[src/rtl/roit_pkg.sv]
// Shared types, codes and defaults for the record offset index table.
package roit_pkg;

  // Default number of table entries.
  localparam int unsigned TABLE_DEPTH_DEF = 1024;

  // Widths of the request and response fields.
  localparam int unsigned CMD_W    = 2;
  localparam int unsigned REC_W    = 16;
  localparam int unsigned OFF_W    = 32;
  localparam int unsigned STATUS_W = 2;

  // Record numbers are compared against counts that can reach 65536.
  localparam int unsigned REC_EXT_W = REC_W + 1;

  // Command codes.
  localparam logic [CMD_W-1:0] CMD_INSERT  = 2'd0;
  localparam logic [CMD_W-1:0] CMD_LOOKUP  = 2'd1;
  localparam logic [CMD_W-1:0] CMD_REVERSE = 2'd2;

  // Status codes.
  localparam logic [STATUS_W-1:0] ST_OK        = 2'd0;
  localparam logic [STATUS_W-1:0] ST_NOT_FOUND = 2'd1;
  localparam logic [STATUS_W-1:0] ST_NO_ROOM   = 2'd2;

  // Marks an entry that was skipped over by a gap fill.
  localparam logic [OFF_W-1:0] EMPTY_MARK = '1;

  // Controller states.
  typedef enum logic [2:0] {
    S_IDLE,
    S_DECODE,
    S_INSERT,
    S_LK_DATA,
    S_RV_LAST,
    S_RV_CHECK,
    S_RV_PROBE,
    S_RESULT
  } state_t;

  // One finished response.
  typedef struct packed {
    logic [STATUS_W-1:0] status;
    logic [OFF_W-1:0]    offset;
    logic [REC_W-1:0]    record;
  } result_t;

endpackage

[src/rtl/roit_ctrl.sv]
// Command sequencer: insert with gap fill, lookup and binary reverse search.
module roit_ctrl #(
  parameter int unsigned TABLE_DEPTH = roit_pkg::TABLE_DEPTH_DEF
) (
  input  logic                           clk,
  input  logic                           rst,
  // Request side.
  input  logic                           req_valid,
  output logic                           idle,
  input  logic [roit_pkg::CMD_W-1:0]     command,
  input  logic [roit_pkg::REC_W-1:0]     record_id,
  input  logic [roit_pkg::OFF_W-1:0]     offset_in,
  // Finished response and its hand-off to the output register.
  output logic                           res_ready,
  output roit_pkg::result_t              res,
  input  logic                           res_take,
  // Table memory.
  output logic                           wr_en,
  output logic [$clog2(TABLE_DEPTH)-1:0] wr_addr,
  output logic [roit_pkg::OFF_W-1:0]     wr_data,
  output logic                           rd_en,
  output logic [$clog2(TABLE_DEPTH)-1:0] rd_addr,
  input  logic [roit_pkg::OFF_W-1:0]     rd_data
);

  localparam int unsigned AW = $clog2(TABLE_DEPTH);
  localparam int unsigned CW = $clog2(TABLE_DEPTH + 1);
  localparam int unsigned XW = roit_pkg::REC_EXT_W;
  localparam logic [XW-1:0] DEPTH_X = XW'(TABLE_DEPTH);

  roit_pkg::state_t state, state_next;

  logic [roit_pkg::CMD_W-1:0] cmd;
  logic [roit_pkg::REC_W-1:0] rec;
  logic [roit_pkg::OFF_W-1:0] key;
  logic [CW-1:0]              fill_count;
  logic [CW-1:0]              lo;
  logic [CW-1:0]              hi;
  logic [AW-1:0]              mid;

  logic [XW-1:0] rec_x;
  logic [XW-1:0] fill_x;
  logic          rec_beyond;
  logic          rec_below_fill;
  logic          fill_below_rec;
  logic          fill_empty;
  logic          key_lt;
  logic          key_gt;
  logic [CW-1:0] lo_next;
  logic [CW-1:0] hi_next;
  logic [CW:0]   span_sum;
  logic [AW-1:0] mid_next;
  logic          span_open;

  assign rec_x          = XW'(rec);
  assign fill_x         = XW'(fill_count);
  assign rec_beyond     = rec_x >= DEPTH_X;
  assign rec_below_fill = rec_x < fill_x;
  assign fill_below_rec = fill_x < rec_x;
  assign fill_empty     = fill_count == '0;
  assign key_lt         = key < rd_data;
  assign key_gt         = key > rd_data;

  // Search interval after this step: the first probe opens [0, fill_count),
  // later steps narrow it around the entry that just came back.
  always_comb begin
    lo_next = lo;
    hi_next = hi;
    if (state == roit_pkg::S_RV_CHECK) begin
      lo_next = '0;
      hi_next = fill_count;
    end else if (key_gt) begin
      lo_next = CW'(mid) + CW'(1);
    end else if (key_lt) begin
      hi_next = CW'(mid);
    end
  end

  assign span_sum  = {1'b0, lo_next} + {1'b0, hi_next};
  assign mid_next  = AW'(span_sum >> 1);
  assign span_open = lo_next < hi_next;

  // Next state.
  always_comb begin
    state_next = state;
    unique case (state)
      roit_pkg::S_IDLE: begin
        if (req_valid) state_next = roit_pkg::S_DECODE;
      end
      roit_pkg::S_DECODE: begin
        unique case (cmd)
          roit_pkg::CMD_INSERT:
            state_next = rec_beyond ? roit_pkg::S_RESULT : roit_pkg::S_INSERT;
          roit_pkg::CMD_LOOKUP:
            state_next = rec_below_fill ? roit_pkg::S_LK_DATA : roit_pkg::S_RESULT;
          roit_pkg::CMD_REVERSE:
            state_next = fill_empty ? roit_pkg::S_RESULT : roit_pkg::S_RV_LAST;
          default:
            state_next = roit_pkg::S_RESULT;
        endcase
      end
      roit_pkg::S_INSERT: begin
        if (!fill_below_rec) state_next = roit_pkg::S_RESULT;
      end
      roit_pkg::S_LK_DATA: begin
        state_next = roit_pkg::S_RESULT;
      end
      roit_pkg::S_RV_LAST: begin
        state_next = key_lt ? roit_pkg::S_RESULT : roit_pkg::S_RV_CHECK;
      end
      roit_pkg::S_RV_CHECK: begin
        state_next = key_gt ? roit_pkg::S_RESULT : roit_pkg::S_RV_PROBE;
      end
      roit_pkg::S_RV_PROBE: begin
        if (!key_lt && !key_gt || !span_open) state_next = roit_pkg::S_RESULT;
      end
      roit_pkg::S_RESULT: begin
        if (res_take) state_next = roit_pkg::S_IDLE;
      end
      default: state_next = roit_pkg::S_IDLE;
    endcase
  end

  // Memory controls and handshake outputs.
  always_comb begin
    wr_en   = 1'b0;
    wr_addr = AW'(rec);
    wr_data = key;
    rd_en   = 1'b0;
    rd_addr = AW'(rec);
    unique case (state)
      roit_pkg::S_DECODE: begin
        if (cmd == roit_pkg::CMD_LOOKUP && rec_below_fill) begin
          rd_en = 1'b1;
        end else if (cmd == roit_pkg::CMD_REVERSE && !fill_empty) begin
          rd_en   = 1'b1;
          rd_addr = '0;
        end
      end
      roit_pkg::S_INSERT: begin
        wr_en = 1'b1;
        if (fill_below_rec) begin
          wr_addr = AW'(fill_count);
          wr_data = roit_pkg::EMPTY_MARK;
        end
      end
      roit_pkg::S_RV_LAST: begin
        rd_en   = !key_lt;
        rd_addr = AW'(fill_count - CW'(1));
      end
      roit_pkg::S_RV_CHECK: begin
        rd_en   = !key_gt;
        rd_addr = mid_next;
      end
      roit_pkg::S_RV_PROBE: begin
        rd_en   = (key_lt || key_gt) && span_open;
        rd_addr = mid_next;
      end
      default: ;
    endcase
  end

  assign idle      = state == roit_pkg::S_IDLE;
  assign res_ready = state == roit_pkg::S_RESULT;

  always_ff @(posedge clk) begin
    if (rst) begin
      state      <= roit_pkg::S_IDLE;
      fill_count <= '0;
    end else begin
      state <= state_next;
      if (state == roit_pkg::S_INSERT && (fill_below_rec || rec_x == fill_x)) begin
        fill_count <= fill_count + CW'(1);
      end
    end
  end

  // Request capture, search interval and response payload.
  always_ff @(posedge clk) begin
    unique case (state)
      roit_pkg::S_IDLE: begin
        cmd <= command;
        rec <= record_id;
        key <= offset_in;
      end
      roit_pkg::S_DECODE: begin
        res.record <= '0;
        if (cmd == roit_pkg::CMD_INSERT) begin
          res.status <= rec_beyond ? roit_pkg::ST_NO_ROOM : roit_pkg::ST_OK;
          res.offset <= '0;
        end else if (cmd == roit_pkg::CMD_LOOKUP && !rec_below_fill) begin
          res.status <= roit_pkg::ST_NOT_FOUND;
          res.offset <= roit_pkg::EMPTY_MARK;
        end else begin
          res.status <= roit_pkg::ST_NOT_FOUND;
          res.offset <= '0;
        end
      end
      roit_pkg::S_LK_DATA: begin
        res.status <= roit_pkg::ST_OK;
        res.offset <= rd_data;
      end
      roit_pkg::S_RV_CHECK, roit_pkg::S_RV_PROBE: begin
        lo  <= lo_next;
        hi  <= hi_next;
        mid <= mid_next;
        if (state == roit_pkg::S_RV_PROBE && !key_lt && !key_gt) begin
          res.status <= roit_pkg::ST_OK;
          res.record <= roit_pkg::REC_W'(mid);
        end
      end
      default: ;
    endcase
  end

`ifndef ASSERT_OFF
  a_fill_bounded: assert property (@(posedge clk) disable iff (rst)
    fill_count <= CW'(TABLE_DEPTH))
    else $error("fill count exceeds table depth");

  a_fill_steps: assert property (@(posedge clk) disable iff (rst)
    1'b1 |=> (fill_count == $past(fill_count) ||
              fill_count == $past(fill_count) + CW'(1)))
    else $error("fill count moved by more than one");

  a_write_in_fill: assert property (@(posedge clk) disable iff (rst)
    wr_en |-> CW'(wr_addr) <= fill_count)
    else $error("write above the filled part of the table");

  a_interval_order: assert property (@(posedge clk) disable iff (rst)
    state == roit_pkg::S_RV_PROBE |-> lo <= hi && CW'(mid) < hi && CW'(mid) >= lo)
    else $error("search interval out of order");
`endif

endmodule

[config.mk]
export PLATFORM = sky130hd
export DESIGN_NAME = roit_ctrl
export DESIGN_NICKNAME = d
export VERILOG_FILES = /design/src/rtl/roit_pkg.sv /design/src/rtl/roit_ctrl.sv
export SDC_FILE = /design/constraint.sdc
export NUM_CORES = 1
export LEC_CHECK = 0
export ABC_AREA = 1
export BUFFER_PORTS_ARGS = -buffer_cell sky130_fd_sc_hd__buf_2
export CAP_MARGIN = 40
export CORE_ASPECT_RATIO = 2
export CORE_MARGIN = 4
export CORE_UTILIZATION = 45
export CTS_BUF_LIST = sky130_fd_sc_hd__clkbuf_2
export CTS_CLUSTER_SIZE = 12
export DETAILED_ROUTE_END_ITERATION = 12
export PLACE_DENSITY = 0.69
export RECOVER_POWER = 100
export SLEW_MARGIN = 5
export SYNTH_ARGS = -nofsm -noshare
export SYNTH_HDL_FRONTEND = slang
export SYNTH_SLANG_ARGS = --single-unit
[constraint.sdc]
create_clock -name clk -period 4.2 [get_ports clk]
set_input_delay 0.42 -clock clk [delete_from_list [all_inputs] [get_ports clk]]
set_output_delay 0.42 -clock clk [all_outputs]
set_load 0.005 [all_outputs]
After elaboration in Yosys (flattened, before gate mapping)
Cells that the tools add are included.

word-level totals
  bits in registers = 146
  word-level logic and storage cells = 97

operators by class
  add/sub/neg operators = 4
  magnitude comparators = 6
  equality and inequality tests = 15
  muxes and demuxes = 35
  reduce and logical (&&, ||, !) cells = 26

operator list
  cell                                                                                   number
  32-bit two-way mux                                                                     3
  32-bit case mux with 2 select lines                                                    1
  11-bit two-way mux                                                                     5
  10-bit two-way mux                                                                     4
  34-bit two-way mux                                                                     1
  32-bit > comparator                                                                    1
  32-bit less-than comparator                                                            1
  16-bit case mux with 2 select lines                                                    1
  10-bit case mux with 3 select lines                                                    1
  3-bit case mux with 8 select lines                                                     1
  3-bit two-way mux                                                                      6
  16-bit by 11-bit == test with 1-bit output                                             1
  16-bit by 11-bit greater-or-equal comparator with 1-bit output, second input constant  1
  11-bit by 16-bit less-than comparator with 1-bit output                                1
  16-bit by 11-bit less-than comparator with 1-bit output                                1
  16-bit two-way mux                                                                     1
  3-bit == test, second input constant                                                   4
  10-bit by 1-bit adder with 11-bit output, second input constant                        1
  11-bit by 1-bit adder with 11-bit output, second input constant                        1
  11-bit adder                                                                           1
  11-bit logical NOT                                                                     1
  11-bit less-than comparator                                                            1
  10-bit by 1-bit subtractor with 10-bit output, second input constant                   1
  3-bit case mux with 3 select lines                                                     1
  other kinds (20)                                                                       45

Depth between registers and ports, before layout
Gate-level depths: netlist of the first run.

  word-level depth = 9
  depth in mapped cells = 30

Least setup slack after synthesis of the first run
OpenSTA, ideal clock, no wires.

  path kind = input-to-output
  start = input rd_data[23] in the netlist's numbering
  end = output rd_addr[7]
  arrival time = 3.497 ns
  required time = 3.780 ns
  path slack = 0.283 ns
  stages = 22
  path buffers = 1
  cells stage by stage = inv_1 > ha_1 > nand2_1 > nor2_2 > nand4_1 > nor2_4 > nand2_4 > nand2_8 > clkbuf_1 > nand2_1 > a31oi_1 > inv_1 > fa_1 > o21ai_0 > a21oi_1 > nand3b_1 > nand2_1 > nand2_1 > nand3_2 > xor2_2 > nand2_1 > nand3_1

between the ends
  word-level cells in the longest chain between the ends = 6
  elaborated cells between the ends (all ways) = 9
  classes of those cells = 1 x add/sub; 2 x order compare; 6 x mux

ends and longest elaborated chain
  element                                RTL line          source
  from (decl)                            roit_ctrl.sv:23   input logic [roit_pkg::OFF_W-1:0] rd_data
  32-bit less-than comparator            roit_ctrl.sv:61   assign key_lt = key < rd_data;
  11-bit two-way mux                     roit_ctrl.sv:74   end else if (key_lt) begin
  11-bit two-way mux *                   roit_ctrl.sv:72   end else if (key_gt) begin
  11-bit two-way mux *                   roit_ctrl.sv:69   if (state == roit_pkg::S_RV_CHECK) begin
  net hi_next[1]                         roit_ctrl.sv:50   logic [CW-1:0] hi_next;
  11-bit adder *                         roit_ctrl.sv:79   assign span_sum = {1'b0, lo_next} + {1'b0, hi_next};
  net span_sum[8]                        roit_ctrl.sv:51   logic [CW:0] span_sum;
  10-bit case mux with 3 select lines *  roit_ctrl.sv:131  unique case (state)
  to (decl)                              roit_ctrl.sv:22   output logic [$clog2(TABLE_DEPTH)-1:0] rd_addr,

The timed path passes the listed nets; every way through them passes the cells marked *.

Final worst setup path of the first run
  start = register key[9] in the netlist's numbering
  end = output rd_addr[8]

between the ends
  elaborated cells between the ends (all ways) = 9
  classes of those cells = 1 x add/sub; 2 x order compare; 6 x mux

RTL lines
  element                              RTL line          source
  from (decl)                          roit_ctrl.sv:35   logic [roit_pkg::OFF_W-1:0] key;
  from (signal assigned)               roit_ctrl.sv:184  key <= offset_in;
  32-bit > comparator                  roit_ctrl.sv:62   assign key_gt = key > rd_data;
  11-bit two-way mux                   roit_ctrl.sv:72
  11-bit two-way mux                   roit_ctrl.sv:69
  net lo_next[4]                       roit_ctrl.sv:49   logic [CW-1:0] lo_next;
  11-bit adder                         roit_ctrl.sv:79
  10-bit case mux with 3 select lines  roit_ctrl.sv:131

The timed path passes the listed nets, and every way through them passes these cells.

==> summary.md, run 1 <==
| Metric | Value |
|---|---|
| Crit-path most repeated cell | `nand2_2` |
| Worst path max stage delay | `480 ps` |
| Syn avg cell area | `9.060 um2` |
| Final instance area | `around 0.011 mm2` |
| Nets | `1379` |
| First DRT Iteration DRCs | `497` |
| Rel. slew slack | `-57.51%` |
| Final setup viols | `11` |
| WL final | `25380 um` |
| Critical path startpoint category | `register` |
| Failing checks | `capacitance limit, slew limit, setup timing` |
| WP data required | `3780 ps` |
| Fmax | `0.2080 GHz` |
| Vias in the first global route | `7709` |
| Final setup skew | `around 47 ps` |
| Htree depth | `4` |
| Die area | `0.02064 mm2` |
| GPL Wtd Cong | `0.9080` |
| Reported max-cap violation count | `1` |
| Synthesized instance count | `908` |
| Gr usage total | `roughly a quarter` |
| Fin. Hold Viols | `0` |
| Core area | `0.01787 mm2` |
| Worst Hold Launch | `rd_data[20]` |
| RSZ-0062 raised after global routing | `yes` |
| Post-synthesis sequential area ratio | `49.40%` |
| IO Port Bufs | `185` |
| Die height | `199.2 um` |
| CTS sink count | `between 100 and 150` |
| Vias | `7610` |
| Post-synth EDFFs | `126` |
| Cell-by-cell trace of the critical path | `ha_4 -> nand4_1 -> nor3_4 -> buf_4 -> buf_6 -> nand4_4 -> nand2_8 -> buf_6 -> a21oi_2 -> nor2_2 -> ha_1 -> buf_4 -> nand2_2 -> nor2_2 -> a211oi_2 -> nand2_2 -> nand2_2 -> nand2_4 -> nand2_4 -> nand2_2 -> nand2_2 -> nand3_2 -> a21oi_2 -> buf_2` |
| FF+latch count, synth | `140` |
| Drt first pass iters | `6` |
| Final Max Tran Viols | `26` |
| First-pass GRT wire length | `about 38000 um` |
| Share of layout cells above drive strength 1 | `between 30% and 40%` |
| Initial Utilization | `~46%` |
| Total Power | `slightly below 10000 uW` |
| Status | `finished, violations left` |
| CP Capture Type | `primary output` |
| Area grow syn2layout | `36.26%` |
| Clk_lat worst skew | `about 740 ps` |
| Setup crit start | `key[9]` |
| Crit Path Max Fanout | `6` |
| Hold_ws | `50.20 ps` |
| Post-DP HPWL | `18820 um` |
| Initial antenna violation count | `1` |
| Asr flop ratio synth | `0%` |
| CTS tree | `yes` |
| DP Area | `0.009769 mm2` |
| Total overflow reported by the global router | `0` |
| Final WS setup | `-607.3 ps` |
| Worst vdd ir | `0.0008426 V` |
| Cell Area, Synth | `0.008227 mm2` |
| PwrDens | `860.1 mW/mm2` |
| Final min period | `4807 ps` |
| Drt drc | `0` |
| Pleak | `0.005249 uW` |
| Reg clk slew, reported paths | `~230 ps` |
| Die W | `103.6 um` |
| Row count | `69` |
| Period Utilization, post-route | `114.5%` |
| Data arrival, critical path | `4390 ps` |
| Yosys cell types | `52` |
| Cell count after placement | `about 1300` |
| WS Path Type | `register to primary output` |
| Final antenna-violating net count | `0` |
| Largest net degree at the start of global routing | `35` |
| Clock buffer depth | `2` |
| Drt via density | `5.237` |
| Ys flop type | `edfxtp_1` |
| Slowest-stage cell, CP | `edfxtp_1` |
| Cell Count, Final, Fillers Out | `roughly 1500` |
| Yosys warnings | `0` |
| Routed len/inst | `17.47 um` |
| Tightest Hold Check Type | `input pin to register` |
| Root buf cell | `clkbuf_2` |
| Cts bufs inserted | `17` |
| Reg2reg start | `key[9]` |
| Tightest Pin Transition | `2354 ps` |
| I/O Pins | `192` |
==> worst paths after layout <==
path                                  endpoint  slack (ps)  cells after the start
worst max-delay path                rd_addr[8]        -610                     24
worst min register to register  fill_count[10]         540                      2
worst min-delay path                   res[36]          50                      3
worst max register to register        state[2]         210                     24
==> synth_stat cells, types with 2 or more instances <==
library cell	instances	area (um2)
o211ai_1	4	30.03
a21oi_1	50	250.2
nor2_1	75	281.5
dfxtp_1	14	280.3
or2_2	3	18.77
nor3_1	17	85.08
buf_4	6	45.04
and2_1	3	18.77
inv_2	8	30.03
nand4_1	10	62.56
a21o_1	3	22.52
edfxtp_1	126	3784
nand2_1	169	634.4
a31oi_1	10	62.56
xnor2_1	4	35.03
nand2_2	12	75.07
nand3_2	4	40.04
inv_1	152	570.6
clkbuf_1	19	71.32
o21ai_1	2	10.01
o21ai_0	70	350.3
ha_1	66	825.8
a211oi_1	2	15.01
xor2_1	8	70.07
nand3_1	31	155.2
o21a_1	2	15.01
nor2_2	3	18.77
nand2_8	2	40.04
o2111ai_1	4	35.03
o221ai_1	3	26.28
nor2_4	5	56.30
==> cells by family after synthesis <==
logic type               count (synthesis)  share of synthesized area, %
XOR/XNOR                                13                         1.475
other                                    1                       0.04558
adder cells (fa/ha/maj)                 67                         10.28
flip-flops                             140                         49.40
AO/OA/AOI/OAI                          155                         10.54
buffers and inverters                  189                         9.004
AND/OR/NAND/NOR                        343                         19.26
==> power breakdown <==
group / internal (uW) / switching, uW
registers: 2340 / 313
clock network: 343 / 528
logic: 2690 / 3420
==> per-stage QoR <==
stage,utilization [%],TNS (ps),setup slack (ps)
after floorplan,-,0,282.6
after global placement,54.36,-127.0,-36.54
after detailed placement,54.67,-303.8,-103.9
after CTS,61.00,-4406,-558.8
after global routing,62.72,-8544,-910.1
final,62.72,-5478,-607.3
==> timing repair <==
| action | 4_1_cts | 5_1_grt |
|---|---|---|
| setup endpoints to repair | 11 | 12 |
| pin swaps | 24 | 30 |
| gates cloned | 0 | 1 |
| gates resized for setup | 45 | 53 |
| buffers inserted | 9 | 18 |
| hold buffers | 58 | 0 |
| hold endpoints to repair | 59 | 0 |
==> sequential cells by signal, indices dropped and copies added (netlist names) <==
name and flops:
rec 16, fill_count 11, state 3, lo 11, cmd 2, key 32
hi 11, res 44, mid 10
==> layout make-up <==
class / instances / area, um2
sequential: 140 / 4064
clock buffer: 19 / 95.09
multi-input combinational: 584 / 3869
timing repair inverter: 1 / 8.758
timing repair buffer: 321 / 2117
tap: 213 / 266.5
antenna: 1 / 2.502
clock inverter: 13 / 166.4
inverter: 161 / 620.6
fill: 1472 / 6661
==> routing by layer <==
| metal | track usage [%] | part of all wire [%] | vias up |
|---|---|---|---|
| met2 | 46.67 | 56 | 309 |
| met4 | 15.14 | 6.5 | 0 |
| met3 | 4.203 | 4.6 | 102 |
| met5 | 0 | 0 | - |
| met1 | 22.35 | 33 | 3539 |
| li1 | - | - | 3660 |
==> critical path, delay by kind of cell (launching register included) <==
| family | cells | cell delay (ps) |
|---|---|---|
| AO/OA/AOI/OAI | 3 | 390 |
| adder cells (fa/ha/maj) | 2 | 580 |
| buffers and inverters | 5 | 680 |
| flip-flops | 1 | 480 |
| AND/OR/NAND/NOR | 14 | 1520 |
==> cell usage in the layout (no fill, tap or decap), drive strengths merged, types with 14 or more instances in the layout <==
cell type    instances
clkbuf              55
o21ai               72
nor2                83
nor3                19
nand3               35
nand2              184
inv                161
a21oi               51
edfxtp             126
dfxtp               14
buf                227
ha                  66
dlygate4sd3         58
(Power assumes the default switching activity.)
==> run 2, diff against run 1 <==
- PLACE_DENSITY: 0.69 -> 0.81
==> summary.md, run 2 (synthesis gave the netlist of run 1 again) <==
| Metric | Value |
|---|---|
| Power share of the combinational group | `63.6% (+0.2 points)` |
| Initial antenna violation count | `1 (unchanged)` |
| CTS sink count | `140 (unchanged)` |
| Met3 usage | `4.429% (+0.23 points)` |
| Total Power | `9476 uW (-1.7%)` |
| Multi-input gate area | `0.003965 mm2 (+2.5%)` |
| Fin. Hold Viols | `0 (unchanged)` |
| Die W | `103.6 um (unchanged)` |
| Tightest Pin Transition | `1826 ps (-528.3 ps)` |
| Data arrival, critical path | `4430 ps (+40 ps)` |
| RSZ-0062 raised after global routing | `yes` |
| Reg power frac | `28.3% (+0.8 points)` |
| Pleak | `0.005131 uW (-2.3%)` |
| Tightest Hold Check Type | `input pin to register` |
| Max reg flops | `44 (unchanged)` |
| Gr busiest metal | `met2` |
| Worst vdd ir | `0.0005217 V (-38%)` |
| Fmax | `0.2063 GHz (-0.84%)` |
| Routed len/inst | `18.87 um (+8.0%)` |
| Switching share of power | `46.29% (+2.1 points)` |
| Period Utilization, post-route | `115.4% (+0.97 points)` |
| Vias | `7874 (+3.5%)` |
| PwrDens | `856.0 mW/mm2 (-0.48%)` |
| First DRT Iteration DRCs | `546 (+9.9%)` |
| Initial Utilization | `46.03% (unchanged)` |
| Clock Power Share | `8.1% (-0.9 points)` |
| Failing checks | `capacitance limit, slew limit, setup timing` |
| Reported max-cap violation count | `2 (+1)` |
| CTS tree | `yes` |
| WP data required | `3780 ps (about the same)` |
| Nets | `1357 (-1.6%)` |
| Gr usage total | `24.95% (+1.2 points)` |
| Met2 usage | `48.88% (+2.2 points)` |
| Setup WS pre-CTS | `-143.7 ps (-39.81 ps)` |
| Area grow syn2layout | `34.57%` |
| Status | `finished, violations left` |
| Die area | `0.02064 mm2 (unchanged)` |
| GR Util met1 | `22.78% (+0.43 points)` |
| First-pass GRT wire length | `39930 um (+4.3%)` |
| WL final | `27000 um (+6.4%)` |
| Cts bufs inserted | `17 (unchanged)` |
| Rel. slew slack | `-21.71% (+36 points)` |
| Total overflow reported by the global router | `0 (unchanged)` |
| Seq. cell area | `0.004064 mm2 (unchanged)` |
| Die height | `199.2 um (unchanged)` |
| Final Max Tran Viols | `55 (+110%)` |
| Net Switching | `4386 uW (+2.9%)` |
| Final setup skew | `52.62 ps (+5.884 ps)` |
| Vias in the first global route | `7964 (+3.3%)` |
| IO Port Bufs | `185 (unchanged)` |
| Fill count | `1406 (-4.5%)` |
| Drt via density | `5.502 (+5.1%)` |
| Core area | `0.01787 mm2 (unchanged)` |
| Share of layout cells above drive strength 1 | `29.33% (-0.77 points)` |
| Final setup viols | `12 (+1)` |
| I/O Pins | `192 (unchanged)` |
| Final TNS setup | `-5196 ps (+282.2 ps)` |
| Root buf cell | `clkbuf_2` |
| WS Path Type | `register to primary output` |
| GPL Wtd Cong | `0.9091 (+0.12%)` |
| Row count | `69 (unchanged)` |
| Htree depth | `4 (unchanged)` |
| R2R setup slack | `-50 ps (-260 ps)` |
| Int Pwr | `5090 uW (-5.4%)` |
| Most common cell after layout, fill and taps aside | `nand2_1` |
| Critical path startpoint category | `register` |
| Largest net degree at the start of global routing | `42 (+20%)` |
| Crit Path Max Fanout | `8 (+2)` |
| Clk_lat worst skew | `750 ps (about the same)` |
| Clock buffer depth | `2 (unchanged)` |
| Drt drc | `0 (unchanged)` |
| Largest regs | `res x44, key x32, rec x16` |
| CP Capture Type | `primary output` |
| Reg clk slew, reported paths | `210 ps (-20 ps)` |
| Final min period | `4848 ps (+40.68 ps)` |
| Most frequent cells in the layout | `nand2_1 (151), inv_1 (150), buf_2 (150)` |
| Biggest register | `res` |
| Drt first pass iters | `10 (+4)` |
| Final core occ | `61.95% (-0.78 points)` |
| Final antenna-violating net count | `0 (unchanged)` |
| Final WS setup | `-647.9 ps (-40.68 ps)` |
| Post-DP HPWL | `18860 um (+0.25%)` |
[run 2: cell types whose count changed in the layout (fill, tap and decap cells not counted), moves of 3 or more]
cell / delta
buf_6: -7
inv_6: -3
clkinv_1: +5
clkinv_4: -3
a31oi_1: -3
buf_4: -14
clkbuf_2: -3
dlygate4sd3_1: -4
clkbuf_1: +4
[run 2: power by group through the flow]
| stage | logic (uW) | clock network [uW] | registers (uW) |
|---|---|---|---|
| after floorplan | 2780 | 0 | 2580 |
| after global placement | 4360 | 0 | 2650 |
| after detailed placement | 4510 | 0 | 2670 |
| after CTS | 5400 | 768 | 2640 |
| after global routing | 6510 | 826 | 2720 |
| final | 6030 | 766 | 2680 |
[run 2: worst max-delay path, cell delays in order (launching register included)]
cell and delay (ps):
edfxtp_1 480, ha_4 300, nand4_1 150, nor3_4 240
nand2_1 80, nand2_2 100, nand2_4 80, nand2_8 100
buf_4 180, nand2_1 100, a31oi_2 200, inv_1 120
fa_2 390, o21ai_2 160, a21oi_1 90, nand3b_1 190
nand2_2 140, nand2_2 90, nand3_2 80, xor2_2 150
nand2_1 60, nand3_1 90, buf_2 120
[run 2: layout make-up]
| type | instances | area share, % |
|---|---|---|
| inverter | 161 | 5.583 |
| antenna | 1 | 0.02260 |
| clock inverter | 15 | 1.187 |
| tap | 213 | 2.407 |
| clock buffer | 17 | 0.7685 |
| multi-input combinational | 584 | 35.82 |
| sequential | 140 | 36.71 |
| timing repair buffer | 300 | 17.51 |
[run 2: stage by stage]
stage	cells	hold WS (ps)	cell area, um2
after global routing	1431	-3.649	11070
final	1431	36.81	11070
after floorplan	913	496.7	8245
after CTS	1417	3.187	10830
after global placement	1309	534.9	9529
after detailed placement	1313	551.4	9597
[run 2: path summary, 6_finish.rpt]
check,from,to,cells after the start
worst max-delay path,key[11],rd_addr[7],22
worst max register to register,key[11],state[0],23
worst min register to register,fill_count[10],fill_count[10],2
worst min-delay path,rd_data[20],res[36],3
[run 2: per-layer routing]
metal  share of wire [%]  up-vias
li1                    -     3611
met2                  55      439
met1                  32     3679
met4                 7.3        0
met3                 5.8      145
met5                   0        -
[run 2: timing repair]
action / 4_1_cts / 5_1_grt
cloned: 0 / 1
pin swaps: 44 / 37
hold buffers: 53 / 1
hold endpoints to repair: 54 / 1
setup endpoints to repair: 11 / 14
resized for setup: 66 / 43
buffers inserted: 19 / 11
